--- config.mk ---
export PLATFORM = sky130hd
export DESIGN_NAME = palette_crossfade_led_color_top
export DESIGN_NICKNAME = d
export VERILOG_FILES = /design/src/hw/rtl/pcl_pkg.sv /design/src/hw/rtl/pcl_divider.sv /design/src/hw/rtl/palette_crossfade_led_color_top.sv
export SDC_FILE = /design/constraint.sdc
export NUM_CORES = 1
export LEC_CHECK = 0
export ABC_AREA = 1
export BUFFER_PORTS_ARGS = -buffer_cell sky130_fd_sc_hd__buf_4
export CORE_MARGIN = 5
export CORE_UTILIZATION = 40
export DETAILED_ROUTE_END_ITERATION = 10
export GPL_ROUTABILITY_DRIVEN = 0
export SYNTH_ARGS = -nofsm -noshare
export SYNTH_HDL_FRONTEND = slang
export SYNTH_SLANG_ARGS = --single-unit
--- constraint.sdc ---
create_clock -name clk -period 9.9 [get_ports clk]
set_clock_uncertainty 0.05 [all_clocks]
set_input_delay 0.99 -clock clk [delete_from_list [all_inputs] [get_ports clk]]
set_output_delay 0.99 -clock clk [all_outputs]
set_load 0.05 [all_outputs]
--- src/hw/rtl/pcl_pkg.sv ---
// Shared types, constants and helper functions of the palette crossfade LED color block.
package pcl_pkg;

    localparam int PALETTE_SIZE = 7;
    localparam int IDX_W = $clog2(PALETTE_SIZE);
    localparam int TIME_W = 32;
    localparam int MS_W = 16;
    localparam int CH_W = 8;
    localparam int SUM_W = CH_W + MS_W;
    localparam int CNT_W = $clog2(TIME_W + 1);

    localparam logic [1:0] CMD_TICK  = 2'd0;
    localparam logic [1:0] CMD_START = 2'd1;
    localparam logic [1:0] CMD_STOP  = 2'd2;

    localparam logic [1:0] CFG_UPDATE_INTERVAL = 2'd0;
    localparam logic [1:0] CFG_TRANSITION      = 2'd1;
    localparam logic [1:0] CFG_STOPPED_INDEX   = 2'd2;

    localparam logic [MS_W-1:0] UPDATE_INTERVAL_RST = 16'd20;
    localparam logic [MS_W-1:0] TRANSITION_RST      = 16'd1000;
    localparam logic [2:0]      STOPPED_INDEX_RST   = 3'd0;

    // Entries beyond the seventh are black.
    localparam logic [23:0] COLOR_TABLE [16] = '{
        24'hFF0000, 24'hFF8000, 24'hFFFF00, 24'h00FF00,
        24'h0000FF, 24'h4B0082, 24'h8F00FF, 24'h000000,
        24'h000000, 24'h000000, 24'h000000, 24'h000000,
        24'h000000, 24'h000000, 24'h000000, 24'h000000
    };

    typedef struct packed {
        logic [1:0]        cmd;
        logic [TIME_W-1:0] now_ms;
    } in_t;

    typedef struct packed {
        logic [CH_W-1:0] red;
        logic [CH_W-1:0] green;
        logic [CH_W-1:0] blue;
    } out_t;

    typedef struct packed {
        logic              start;
        logic [MS_W-1:0]   divisor;
        logic [MS_W-1:0]   rem_init;
        logic [TIME_W-1:0] dividend;
        logic [CNT_W-1:0]  count;
    } div_req_t;

    typedef struct packed {
        logic             done;
        logic [CH_W-1:0]  quot;
        logic [IDX_W-1:0] quot_mod;
    } div_rsp_t;

    typedef enum logic [2:0] {
        ST_IDLE,
        ST_STEP_DIV,
        ST_MUL,
        ST_BLEND_DIV,
        ST_EMIT
    } state_t;

    // Reduces a value below twice the palette size into the palette range.
    function automatic logic [IDX_W-1:0] fold_index(input logic [IDX_W:0] v);
        logic [IDX_W:0] lim;
        lim = (IDX_W + 1)'(PALETTE_SIZE);
        if (v >= lim) begin
            return IDX_W'(v - lim);
        end
        return IDX_W'(v);
    endfunction

    // Narrow three-bit value reduced by repeated subtraction.
    function automatic logic [IDX_W-1:0] reduce_stopped(input logic [2:0] s);
        int v;
        v = int'(s);
        for (int i = 0; i < 8; i++) begin
            if (v >= PALETTE_SIZE) begin
                v = v - PALETTE_SIZE;
            end
        end
        return IDX_W'(v);
    endfunction

    function automatic logic [23:0] color_of(input logic [IDX_W-1:0] idx);
        return COLOR_TABLE[4'(idx)];
    endfunction

endpackage

--- src/hw/rtl/pcl_divider.sv ---
// Shared restoring divider, one quotient bit per cycle, with quotient modulo palette size.
module pcl_divider (
    input  logic              clk,
    input  logic              rst_n,
    input  pcl_pkg::div_req_t req,
    output pcl_pkg::div_rsp_t rsp
);
    import pcl_pkg::*;

    logic                busy_reg, busy_next;
    logic                done_reg, done_next;
    logic [CNT_W-1:0]    cnt_reg, cnt_next;
    logic [MS_W-1:0]     rem_reg, rem_next;
    logic [MS_W-1:0]     dsr_reg, dsr_next;
    logic [TIME_W-1:0]   dvd_reg, dvd_next;
    logic [CH_W-1:0]     quot_reg, quot_next;
    logic [IDX_W-1:0]    qmod_reg, qmod_next;

    logic [MS_W:0]       trial;
    logic                fits;

    assign trial = {rem_reg, dvd_reg[TIME_W-1]};
    assign fits  = trial >= {1'b0, dsr_reg};

    always_comb
    begin
        busy_next = busy_reg;
        done_next = 1'b0;
        cnt_next  = cnt_reg;
        rem_next  = rem_reg;
        dsr_next  = dsr_reg;
        dvd_next  = dvd_reg;
        quot_next = quot_reg;
        qmod_next = qmod_reg;
        if (req.start) begin
            busy_next = 1'b1;
            cnt_next  = req.count;
            rem_next  = req.rem_init;
            dsr_next  = req.divisor;
            dvd_next  = req.dividend;
            quot_next = '0;
            qmod_next = '0;
        end else if (busy_reg) begin
            // The remainder stays below the divisor, so the difference fits.
            rem_next  = fits ? MS_W'(trial - {1'b0, dsr_reg}) : trial[MS_W-1:0];
            dvd_next  = {dvd_reg[TIME_W-2:0], 1'b0};
            quot_next = {quot_reg[CH_W-2:0], fits};
            qmod_next = fold_index({qmod_reg, fits});
            cnt_next  = cnt_reg - 1'b1;
            if (cnt_reg == CNT_W'(1)) begin
                busy_next = 1'b0;
                done_next = 1'b1;
            end
        end
    end

    always_ff @(posedge clk or negedge rst_n)
    begin
        if (!rst_n) begin
            busy_reg <= 1'b0;
            done_reg <= 1'b0;
            cnt_reg  <= '0;
        end else begin
            busy_reg <= busy_next;
            done_reg <= done_next;
            cnt_reg  <= cnt_next;
        end
    end

    always_ff @(posedge clk)
    begin
        rem_reg  <= rem_next;
        dsr_reg  <= dsr_next;
        dvd_reg  <= dvd_next;
        quot_reg <= quot_next;
        qmod_reg <= qmod_next;
    end

    assign rsp.done     = done_reg;
    assign rsp.quot     = quot_reg;
    assign rsp.quot_mod = qmod_reg;

endmodule

--- src/hw/rtl/palette_crossfade_led_color_top.sv ---
// Top level of the palette crossfade LED color block: sequencer, state and output register.
// A stop request's color is loaded into the result register on acceptance and sent from the
// emit state; an updating tick first runs a 32-step division when whole transitions have elapsed.
// Each channel then uses the one shared divider: a product, 8 quotient steps and done.
// Throughput: one request at a time, plus any output stall; a request is taken only in the
// idle state, so an updating tick or a stop holds off the next one until its color is emitted.
// Reset clears control state and restores the register defaults; no clearing pass is needed.
module palette_crossfade_led_color_top (
    input  logic                     clk,
    input  logic                     rst_n,
    input  logic                     in_valid,
    output logic                     in_ready,
    input  pcl_pkg::in_t             in_data,
    output logic                     out_valid,
    input  logic                     out_ready,
    output pcl_pkg::out_t            out_data,
    input  logic                     cfg_we,
    input  logic [1:0]               cfg_index,
    input  logic [pcl_pkg::MS_W-1:0] cfg_data
);
    import pcl_pkg::*;

    state_t state_reg, state_next;

    logic [MS_W-1:0]   interval_reg;
    logic [MS_W-1:0]   transition_reg;
    logic [2:0]        stopped_reg;

    logic              playing_reg;
    logic [IDX_W-1:0]  index_reg;
    logic [TIME_W-1:0] last_reg;
    logic [TIME_W-1:0] fade_reg;
    logic [TIME_W-1:0] now_reg;
    logic [MS_W-1:0]   elapsed_reg;
    logic [1:0]        ch_reg;
    out_t              res_reg;
    logic              out_valid_reg;
    out_t              out_data_reg;

    div_req_t          div_req;
    div_rsp_t          div_rsp;

    logic              in_fire;
    logic              tick_go;
    logic              need_steps;
    logic [MS_W-1:0]   t_eff;
    logic [TIME_W-1:0] since_last;
    logic [TIME_W-1:0] fade_elapsed;
    logic              out_free;
    logic [23:0]       cur_color;
    logic [23:0]       nxt_color;
    logic [CH_W-1:0]   cur_ch;
    logic [CH_W-1:0]   nxt_ch;
    logic [SUM_W-1:0]  blend_sum;

    pcl_divider u_div (
        .clk   (clk),
        .rst_n (rst_n),
        .req   (div_req),
        .rsp   (div_rsp)
    );

    assign t_eff        = (transition_reg == '0) ? MS_W'(1) : transition_reg;
    assign in_fire      = in_valid && in_ready;
    assign since_last   = in_data.now_ms - last_reg;
    assign fade_elapsed = in_data.now_ms - fade_reg;
    assign tick_go      = playing_reg && (since_last >= TIME_W'(interval_reg));
    assign need_steps   = fade_elapsed >= TIME_W'(t_eff);
    assign out_free     = !out_valid_reg || out_ready;

    assign cur_color = color_of(index_reg);
    assign nxt_color = color_of(fold_index({1'b0, index_reg} + (IDX_W + 1)'(1)));

    always_comb
    begin
        unique case (ch_reg)
            2'd0: begin
                cur_ch = cur_color[23:16];
                nxt_ch = nxt_color[23:16];
            end
            2'd1: begin
                cur_ch = cur_color[15:8];
                nxt_ch = nxt_color[15:8];
            end
            default: begin
                cur_ch = cur_color[7:0];
                nxt_ch = nxt_color[7:0];
            end
        endcase
    end

    // The weighted sum never exceeds 255 times the transition time, so it fits.
    assign blend_sum = SUM_W'(cur_ch) * SUM_W'(t_eff - elapsed_reg)
                     + SUM_W'(nxt_ch) * SUM_W'(elapsed_reg);

    always_comb
    begin
        state_next = state_reg;
        unique case (state_reg)
            ST_IDLE: begin
                if (in_fire) begin
                    if (in_data.cmd == CMD_STOP) begin
                        state_next = ST_EMIT;
                    end else if (in_data.cmd == CMD_TICK && tick_go) begin
                        state_next = need_steps ? ST_STEP_DIV : ST_MUL;
                    end
                end
            end
            ST_STEP_DIV: begin
                if (div_rsp.done) begin
                    state_next = ST_MUL;
                end
            end
            ST_MUL: begin
                state_next = ST_BLEND_DIV;
            end
            ST_BLEND_DIV: begin
                if (div_rsp.done) begin
                    state_next = (ch_reg == 2'd2) ? ST_EMIT : ST_MUL;
                end
            end
            ST_EMIT: begin
                if (out_free) begin
                    state_next = ST_IDLE;
                end
            end
            default: begin
                state_next = ST_IDLE;
            end
        endcase
    end

    always_comb
    begin
        in_ready         = 1'b0;
        div_req.start    = 1'b0;
        div_req.divisor  = t_eff;
        div_req.rem_init = blend_sum[SUM_W-1:CH_W];
        div_req.dividend = {blend_sum[CH_W-1:0], (TIME_W - CH_W)'(0)};
        div_req.count    = CNT_W'(CH_W);
        unique case (state_reg)
            ST_IDLE: begin
                in_ready         = 1'b1;
                div_req.start    = in_fire && (in_data.cmd == CMD_TICK) && tick_go
                                   && need_steps;
                div_req.rem_init = '0;
                div_req.dividend = fade_elapsed;
                div_req.count    = CNT_W'(TIME_W);
            end
            ST_MUL: begin
                div_req.start = 1'b1;
            end
            default: begin
                div_req.start = 1'b0;
            end
        endcase
    end

    always_ff @(posedge clk or negedge rst_n)
    begin
        if (!rst_n) begin
            state_reg      <= ST_IDLE;
            interval_reg   <= UPDATE_INTERVAL_RST;
            transition_reg <= TRANSITION_RST;
            stopped_reg    <= STOPPED_INDEX_RST;
            playing_reg    <= 1'b0;
            index_reg      <= reduce_stopped(STOPPED_INDEX_RST);
            last_reg       <= '0;
            fade_reg       <= '0;
            ch_reg         <= '0;
            out_valid_reg  <= 1'b0;
        end else begin
            state_reg <= state_next;

            if (cfg_we) begin
                unique case (cfg_index)
                    CFG_UPDATE_INTERVAL: interval_reg   <= cfg_data;
                    CFG_TRANSITION:      transition_reg <= cfg_data;
                    CFG_STOPPED_INDEX:   stopped_reg    <= cfg_data[2:0];
                    default:             ;
                endcase
            end

            if (state_reg == ST_IDLE && in_fire) begin
                ch_reg <= '0;
                if (in_data.cmd == CMD_START) begin
                    playing_reg <= 1'b1;
                    fade_reg    <= in_data.now_ms;
                    last_reg    <= in_data.now_ms;
                end else if (in_data.cmd == CMD_STOP) begin
                    playing_reg <= 1'b0;
                    index_reg   <= reduce_stopped(stopped_reg);
                end else if (in_data.cmd == CMD_TICK && tick_go) begin
                    last_reg <= in_data.now_ms;
                end
            end

            // Advance by the whole transitions that have elapsed and restart the fade.
            if (state_reg == ST_STEP_DIV && div_rsp.done) begin
                index_reg <= fold_index({1'b0, index_reg} + {1'b0, div_rsp.quot_mod});
                fade_reg  <= now_reg;
            end

            if (state_reg == ST_BLEND_DIV && div_rsp.done) begin
                ch_reg <= ch_reg + 2'd1;
            end

            if (state_reg == ST_EMIT && out_free) begin
                out_valid_reg <= 1'b1;
            end else if (out_ready) begin
                out_valid_reg <= 1'b0;
            end
        end
    end

    always_ff @(posedge clk)
    begin
        if (state_reg == ST_IDLE && in_fire) begin
            now_reg     <= in_data.now_ms;
            elapsed_reg <= fade_elapsed[MS_W-1:0];
            if (in_data.cmd == CMD_STOP) begin
                res_reg <= out_t'(color_of(reduce_stopped(stopped_reg)));
            end
        end
        if (state_reg == ST_STEP_DIV && div_rsp.done) begin
            elapsed_reg <= '0;
        end
        if (state_reg == ST_BLEND_DIV && div_rsp.done) begin
            unique case (ch_reg)
                2'd0:    res_reg.red   <= div_rsp.quot;
                2'd1:    res_reg.green <= div_rsp.quot;
                default: res_reg.blue  <= div_rsp.quot;
            endcase
        end
        if (state_reg == ST_EMIT && out_free) begin
            out_data_reg <= res_reg;
        end
    end

    assign out_valid = out_valid_reg;
    assign out_data  = out_data_reg;

endmodule

=== After elaboration in Yosys (flattened, before gate mapping) ===
Memories as Yosys holds them, arrays and structs flattened.
Index checks and enable logic that the tools add are counted.

* Bits in writable memories: 0
* Output and inout port bits: 26
* Register bits after elaboration: 288
* Bits in read-only memories: 1152
* Bits in latches: 0
* Memories: 3
* Word-level logic and storage cells: 256

* Add/sub/neg operators: 27
* Shift-type cells: 0
* Divide/modulo/power cells: 0
* Order comparisons: 24
* Bitwise gates (word level): 3
* Mux-type cells: 119
* Multiply operators: 2
* Equality and inequality tests: 18
* Reductions and logical operators: 34

{| class="wikitable"
|+ Memories
! memory !! depth !! width !! rd ports !! clocked after Yosys merged registers in !! write ports !! line !! RTL
|-
| (no name shown) || 16 || 24 || 1 || 0 || 0 || pcl_pkg.sv:88 || <nowiki>return COLOR_TABLE[4'(idx)];</nowiki>
|-
| (no name shown) || 16 || 24 || 1 || 0 || 0 || pcl_pkg.sv:88 ||
|-
| (no name shown) || 16 || 24 || 1 || 0 || 0 || pcl_pkg.sv:88 ||
|}

{| class="wikitable"
|+ Operator list
! operator !! count
|-
| two-way mux 32 bit || 55
|-
| greater-or-equal comparator 32 x 4 -> 1 bit, second input constant || 14
|-
| subtractor 32 x 4 -> 32 bit, second input constant || 12
|-
| two-way mux 24 bit || 9
|-
| greater-or-equal comparator 32 x 16 -> 1 bit || 2
|-
| two-way mux 16 bit || 4
|-
| subtractor 32 bit || 2
|-
| two-way mux 3 bit || 21
|-
| two-way mux 54 bit || 1
|-
| one-hot mux 8 bit (2 select lines) || 2
|-
| adder 24 bit || 1
|-
| multiplier 8 x 16 -> 24 bit || 1
|-
| multiplier 9 x 17 -> 24 bit || 1
|-
| two-way mux 8 bit || 3
|-
| greater-or-equal comparator 17 x 16 -> 1 bit || 1
|-
| two-way mux 1 bit || 17
|-
| subtractor 16 x 16 -> 17 bit || 1
|-
| zero test 16 bit || 1
|-
| nonzero test 2 bit || 8
|-
| subtractor 16 bit || 1
|-
| greater-or-equal comparator 5 bit, second input constant || 3
|-
| NOT 3 -> 5 bit || 3
|-
| one-hot mux 3 bit (5 select lines) || 1
|-
| greater-or-equal comparator 4 x 3 -> 1 bit, second input constant || 3
|-
| other kinds (29) || 60
|}

=== Longest topological paths before layout ===
* Depth after elaboration: 41
* Depth in mapped cells: 62

=== Modules after synthesis ===
From an unflattened synthesis, not the netlist that was laid out.

* Cells, all modules: 3543
* Area, all modules: 27926.8 um^2

{| class="wikitable"
|+ By module, submodules not included
! module !! seq. area each (um^2) !! cells each !! instances !! area an instance (um^2)
|-
| palette_crossfade_led_color_top || 5220.0 || 2971 || 1 || 23159.7
|-
| pcl_divider || 2342.2 || 572 || 1 || 4767.1
|}

=== Least setup slack after synthesis ===
No wires, ideal clock.

* Path type: flip-flop to flip-flop
* From: register index_reg[1]
* To: register u_div.rem_reg[14], data pin
* Setup time: 0.253 ns
* Cell stages (with the launch flop): 53
* Slack: 0.984 ns
* Buffers on the path: 1
* Data arrival time: 8.613 ns
* Path through: dfrtp_1 -> ha_1 -> inv_1 -> ha_1 -> nand2_1 -> inv_1 -> o21ai_0 -> xor2_1 -> inv_1 -> a31oi_1 -> o31ai_1 -> a31o_2 -> nand2_1 -> clkbuf_1 -> nor2_1 -> fa_1 -> inv_1 -> fa_1 -> (+17 left out) -> nand2_1 -> nand2_1 -> nand2_1 -> inv_1 -> nor2_1 -> o21ai_0 -> nand3_1 -> nand2_1 -> nand3_1 -> nand2_1 -> nand2_1 -> inv_1 -> nor2_1 -> inv_1 -> a21oi_1 -> or2_2 -> nand3_1 -> nand2_1

* Cells in the longest elaborated chain, start to end: 13
* Elaborated cells on any way between the ends: 21

{| class="wikitable"
|+ RTL lines
! element !! line !! RTL
|-
| from (decl) || palette_crossfade_led_color_top.sv:30 || <nowiki>logic [IDX_W-1:0] index_reg;</nowiki>
|-
| from (signal assigned) || palette_crossfade_led_color_top.sv:167 || <nowiki>index_reg <= reduce_stopped(STOPPED_INDEX_RST);</nowiki>
|-
| from (signal assigned) || palette_crossfade_led_color_top.sv:192 || <nowiki>index_reg <= reduce_stopped(stopped_reg);</nowiki>
|-
| from (signal assigned) || palette_crossfade_led_color_top.sv:200 || <nowiki>index_reg <= fold_index({1'b0, index_reg} + {1'b0, div_rsp.quot_mod});</nowiki>
|-
| adder 3 x 1 -> 4 bit || palette_crossfade_led_color_top.sv:72 || <nowiki>assign nxt_color = color_of(fold_index({1'b0, index_reg} + (IDX_W + 1)'(1)));</nowiki>
|-
| greater-or-equal comparator 4 x 3 -> 1 bit or subtractor 3 bit (tied branches) || pcl_pkg.sv:69, pcl_pkg.sv:70 ||
|-
| two-way mux 1 bit or two-way mux 3 bit (tied branches) || pcl_pkg.sv:69 || <nowiki>if (v >= lim) begin</nowiki>
|-
| two-way mux 3 bit || pcl_pkg.sv:72 || <nowiki>return IDX_W'(v);</nowiki>
|-
| NOT 3 -> 5 bit (not written as such) || pcl_pkg.sv:88 ||
|-
| memory (16 x 24 bit) || -- ||
|-
| two-way mux 24 bit (not written as such) (2 in series) || pcl_pkg.sv:88 ||
|-
| one-hot mux 8 bit (2 select lines) || palette_crossfade_led_color_top.sv:76 || <nowiki>unique case (ch_reg)</nowiki>
|-
| multiplier 8 x 16 -> 24 bit || palette_crossfade_led_color_top.sv:94 || <nowiki>+ SUM_W'(nxt_ch) * SUM_W'(elapsed_reg);</nowiki>
|-
| adder 24 bit (*) || palette_crossfade_led_color_top.sv:94 ||
|-
| two-way mux 54 bit (*) || palette_crossfade_led_color_top.sv:141 || <nowiki>unique case (state_reg)</nowiki>
|-
| two-way mux 16 bit (*) || pcl_divider.sv:35 || <nowiki>if (req.start) begin</nowiki>
|-
| net u_div.rem_next[14] || pcl_divider.sv:13 || <nowiki>logic [MS_W-1:0] rem_reg, rem_next;</nowiki>
|-
| to (signal assigned) || pcl_divider.sv:72 || <nowiki>rem_reg <= rem_next;</nowiki>
|-
| to (decl) || pcl_divider.sv:13 ||
|}

Mark *: on every way through the listed nets, which the timed path passes. The rest lies on a longest branch. The select of a mux whose other input is x is not followed.
A chain may end at the register's enable or synchronous reset.

=== Worst setup path in the final report ===
* From: register index_reg[0]
* To: register u_div.rem_reg[15], data pin

The elaborated chain is that of the path after synthesis.

==> flow_metrics.tcl <==
set metrics [dict create \
    status "finished, final reports clean" \
    async_flop_share_pct 40.6 \
    crit_fanout 11 \
    cts_tree "done" \
    coreArea_sq_um 67000 \
    diodes 0 \
    min_period_over_period_pct 92.9 \
    dieArea_sq_um 72600 \
    cp_common_cell "nand2_1" \
    grtUsageTotal_pct 18.2 \
    port_buffers 82 \
    synthMuxAreaShare_pct 0 \
    slew_violations 0 \
    drive_above_1_share_pct 9.52 \
    hold_path.class "flip-flop to flip-flop" \
    routed-wl-met2_microns 31000 \
    ys_warn_count 0 \
    dp_cells 4193 \
    max_freq_mhz 109 \
    hold_violations 0 \
    critPathKind "flip-flop to flip-flop" \
    start_util_pct 40.2 \
    leakage_nw 15.5 \
    placed_cell_area_sq_um 28600 \
    worst_pin_slew_ps 1160 \
    fp.dieH_microns 270 \
    synth_cell_types 62 \
    cp-start-kind "flip-flop" \
    met3_length_microns 3110 \
    setup_violations 0 \
    rsz0062_at_grt "false" \
    drc 0 \
    cts_sinks 288 \
    grt_pass1_vias 20552 \
    antenna_found_initial 0 \
    num_vias 20645 \
    synthCells 3284 \
    netlist_area_sq_um 26900 \
    synth_adder_area_share_pct 28.1 \
    drt_first_iter_violations 1111 \
    syn-num-nets 3806 \
    grt_start_max_net_pins 65 \
    ios 83 \
    synth_compound_area_share_pct 11.0 \
    synth_top_family_by_area "adder cells" \
    grt_pass1_wl_microns 109000 \
    die_w_microns 270 \
    critPathRequiredTime_ps 10170 \
    avgSynthCellArea_sq_um 8.20 \
    final_cells 4255 \
    synth_top_area_share_pct 17.3 \
    dp_hpwl_microns 54300 \
    fin_area_sq_um 29800 \
    ys_seq_area_share_pct 28.1 \
    cp-end-kind "flip-flop" \
    synth-seq-cells 288 \
    synth_area_leaders "fa_1 17%, edfxtp_1 13%, ha_1 11%" \
    post_cts_buffers 0 \
    drv_cap 0 \
    total_power_mw 5.20 \
    rows 95 \
    yosys.area_share.simple_pct 18.5 \
    setup_tns_ps 0 \
    grt-ovfl-total 0 \
    cp_slowest_cell "fa_1" \
    firstDrtPassIters 7 \
    highest_layer "met4" \
    numCtsBuffers 34 \
    antenna_left 0 \
    synth_top_area_cell "fa_1" \
    cts_buffer_depth 3 \
    ir_worst_vdd_mv 0.306 \
    via_per_inst 4.85 \
    syn2layout_area_growth_pct 10.6 \
    clk_pin_slew_ps 70 \
    min_period_ps 9200 \
    cellPowerDensity_nw_per_um2 175 \
    min_from "res_reg[11]$_DFF_P_" \
    wl_per_cell_microns 15.6 \
    slew_headroom_pct 22.3 \
    synth_edf_count 120 \
    insertion_delay_ps 560 \
    wl_met1_microns 29900 \
    fin_nets 3878 \
    drt-total-wl_microns 66400 \
    h-tree-depth 2 \
    synthXorXnorAreaFrac_pct 3.41 \
    synth_top_flop_cell "edfxtp_1" \
    arrival_ps 9470 \
    crit_start "index_reg[0]$_DFFE_PN0P_" \
    r2r_start "index_reg[0]$_DFFE_PN0P_" \
    cts_root_buffer "clkbuf_16" \
    cpPeakStageDelay_ps 540 \
]
synthesized netlist by cell type (44+ instances only):
cell type  instances
xor2_1            61
inv_1            677
dfrtp_1          109
clkbuf_1          62
a21oi_1          209
edfxtp_1         120
fa_1             233
nand2_1          660
dfxtp_1           51
xnor2_1           44
nand3_1           75
o21ai_0          145
ha_1             232
nor2_1           251
per-layer routing:
metal  vias up  GRT usage, %
li1      10484             -
met1      9692          24.4
met2       372          30.2
met3        97          3.08
met4         0          6.12
met5         -             0
power by group:
part	switching (mW)	total (mW)	internal, mW	leakage [nW]
registers	0.0302	1.30	1.27	2.84
logic	1.71	2.56	0.847	12.1
clock network	0.543	1.34	0.794	0.578
final cells by class:
| cell class | count | area, sq um |
|---|---|---|
| clock inverter | 20 | 238 |
| timing repair buffer | 111 | 833 |
| inverter | 701 | 2650 |
| fill | 6766 | 37300 |
| clock buffer | 42 | 943 |
| sequential | 288 | 7560 |
| multi-input combinational | 2220 | 16500 |
| tap | 873 | 1090 |
worst max-delay path, delay by kind of cell, from the launching register on:
family	cells	cell delay [ps]
xor+xnor	3	520
simple gates	16	1390
flops	1	440
buf+inv	10	800
fa+ha+maj	10	4090
compound gates	10	1660
final timing paths:
kind                                                 to  slack [ps]  cells past startpoint
max                         u_div.rem_reg[15]$_DFFE_PP_         700                     49
min                              out_data[11]$_DFFE_PP_         380                      0
max reg2reg                 u_div.rem_reg[15]$_DFFE_PP_         700                     49
min reg2reg                      out_data[11]$_DFFE_PP_         380                      0
max in group asynchronous  interval_reg[10]$_DFFE_PN0P_        8010                      2
min in group asynchronous      fade_reg[20]$_DFFE_PN0P_         520                      1
repair_timing:
action | in CTS | in global routing
gates resized for setup | 0 | 10
hold buffers | 0 | 0
setup endpoints to repair | 0 | 2
layout by cell type, fill, tap and decap left out, types with 9 or more instances in the layout:
master     instances
o211ai_1          10
nor2_1           246
inv_2             15
xor2_1            61
nand2_4           15
dfxtp_1           51
inv_1            676
fa_1             233
xnor2_1           44
buf_4            111
o21ai_1           28
nand4_1           24
nand2_2           35
a21oi_1          209
nand3_2           15
nor2_2             9
edfxtp_1         120
nand3_1           75
o21ai_0          140
dfrtp_1          108
o22ai_1           11
or2_2             17
nand2_1          657
a211oi_1          13
ha_1             232
nor2_4            11
clkbuf_16         36
nor3_1            11
a31oi_1           42
through the flow:
| step | utilization [%] | setup WS [ps] | hold slack, ps |
|---|---|---|---|
| floorplan | - | 984 | 359 |
| global placement | 42.6 | 468 | 365 |
| detailed placement | 42.6 | 388 | 364 |
| CTS | 44.4 | 382 | 378 |
| global route | 44.4 | 12.4 | 400 |
| finish | 44.4 | 705 | 381 |
kinds of logic after synthesis:
logic type / count (synthesis)
AO/OA/AOI/OAI: 517
XOR/XNOR: 105
adder cells (fa/ha/maj): 465
buffers and inverters: 776
flip-flops: 288
AND/OR/NAND/NOR: 1133
(Power assumes the default switching activity.)
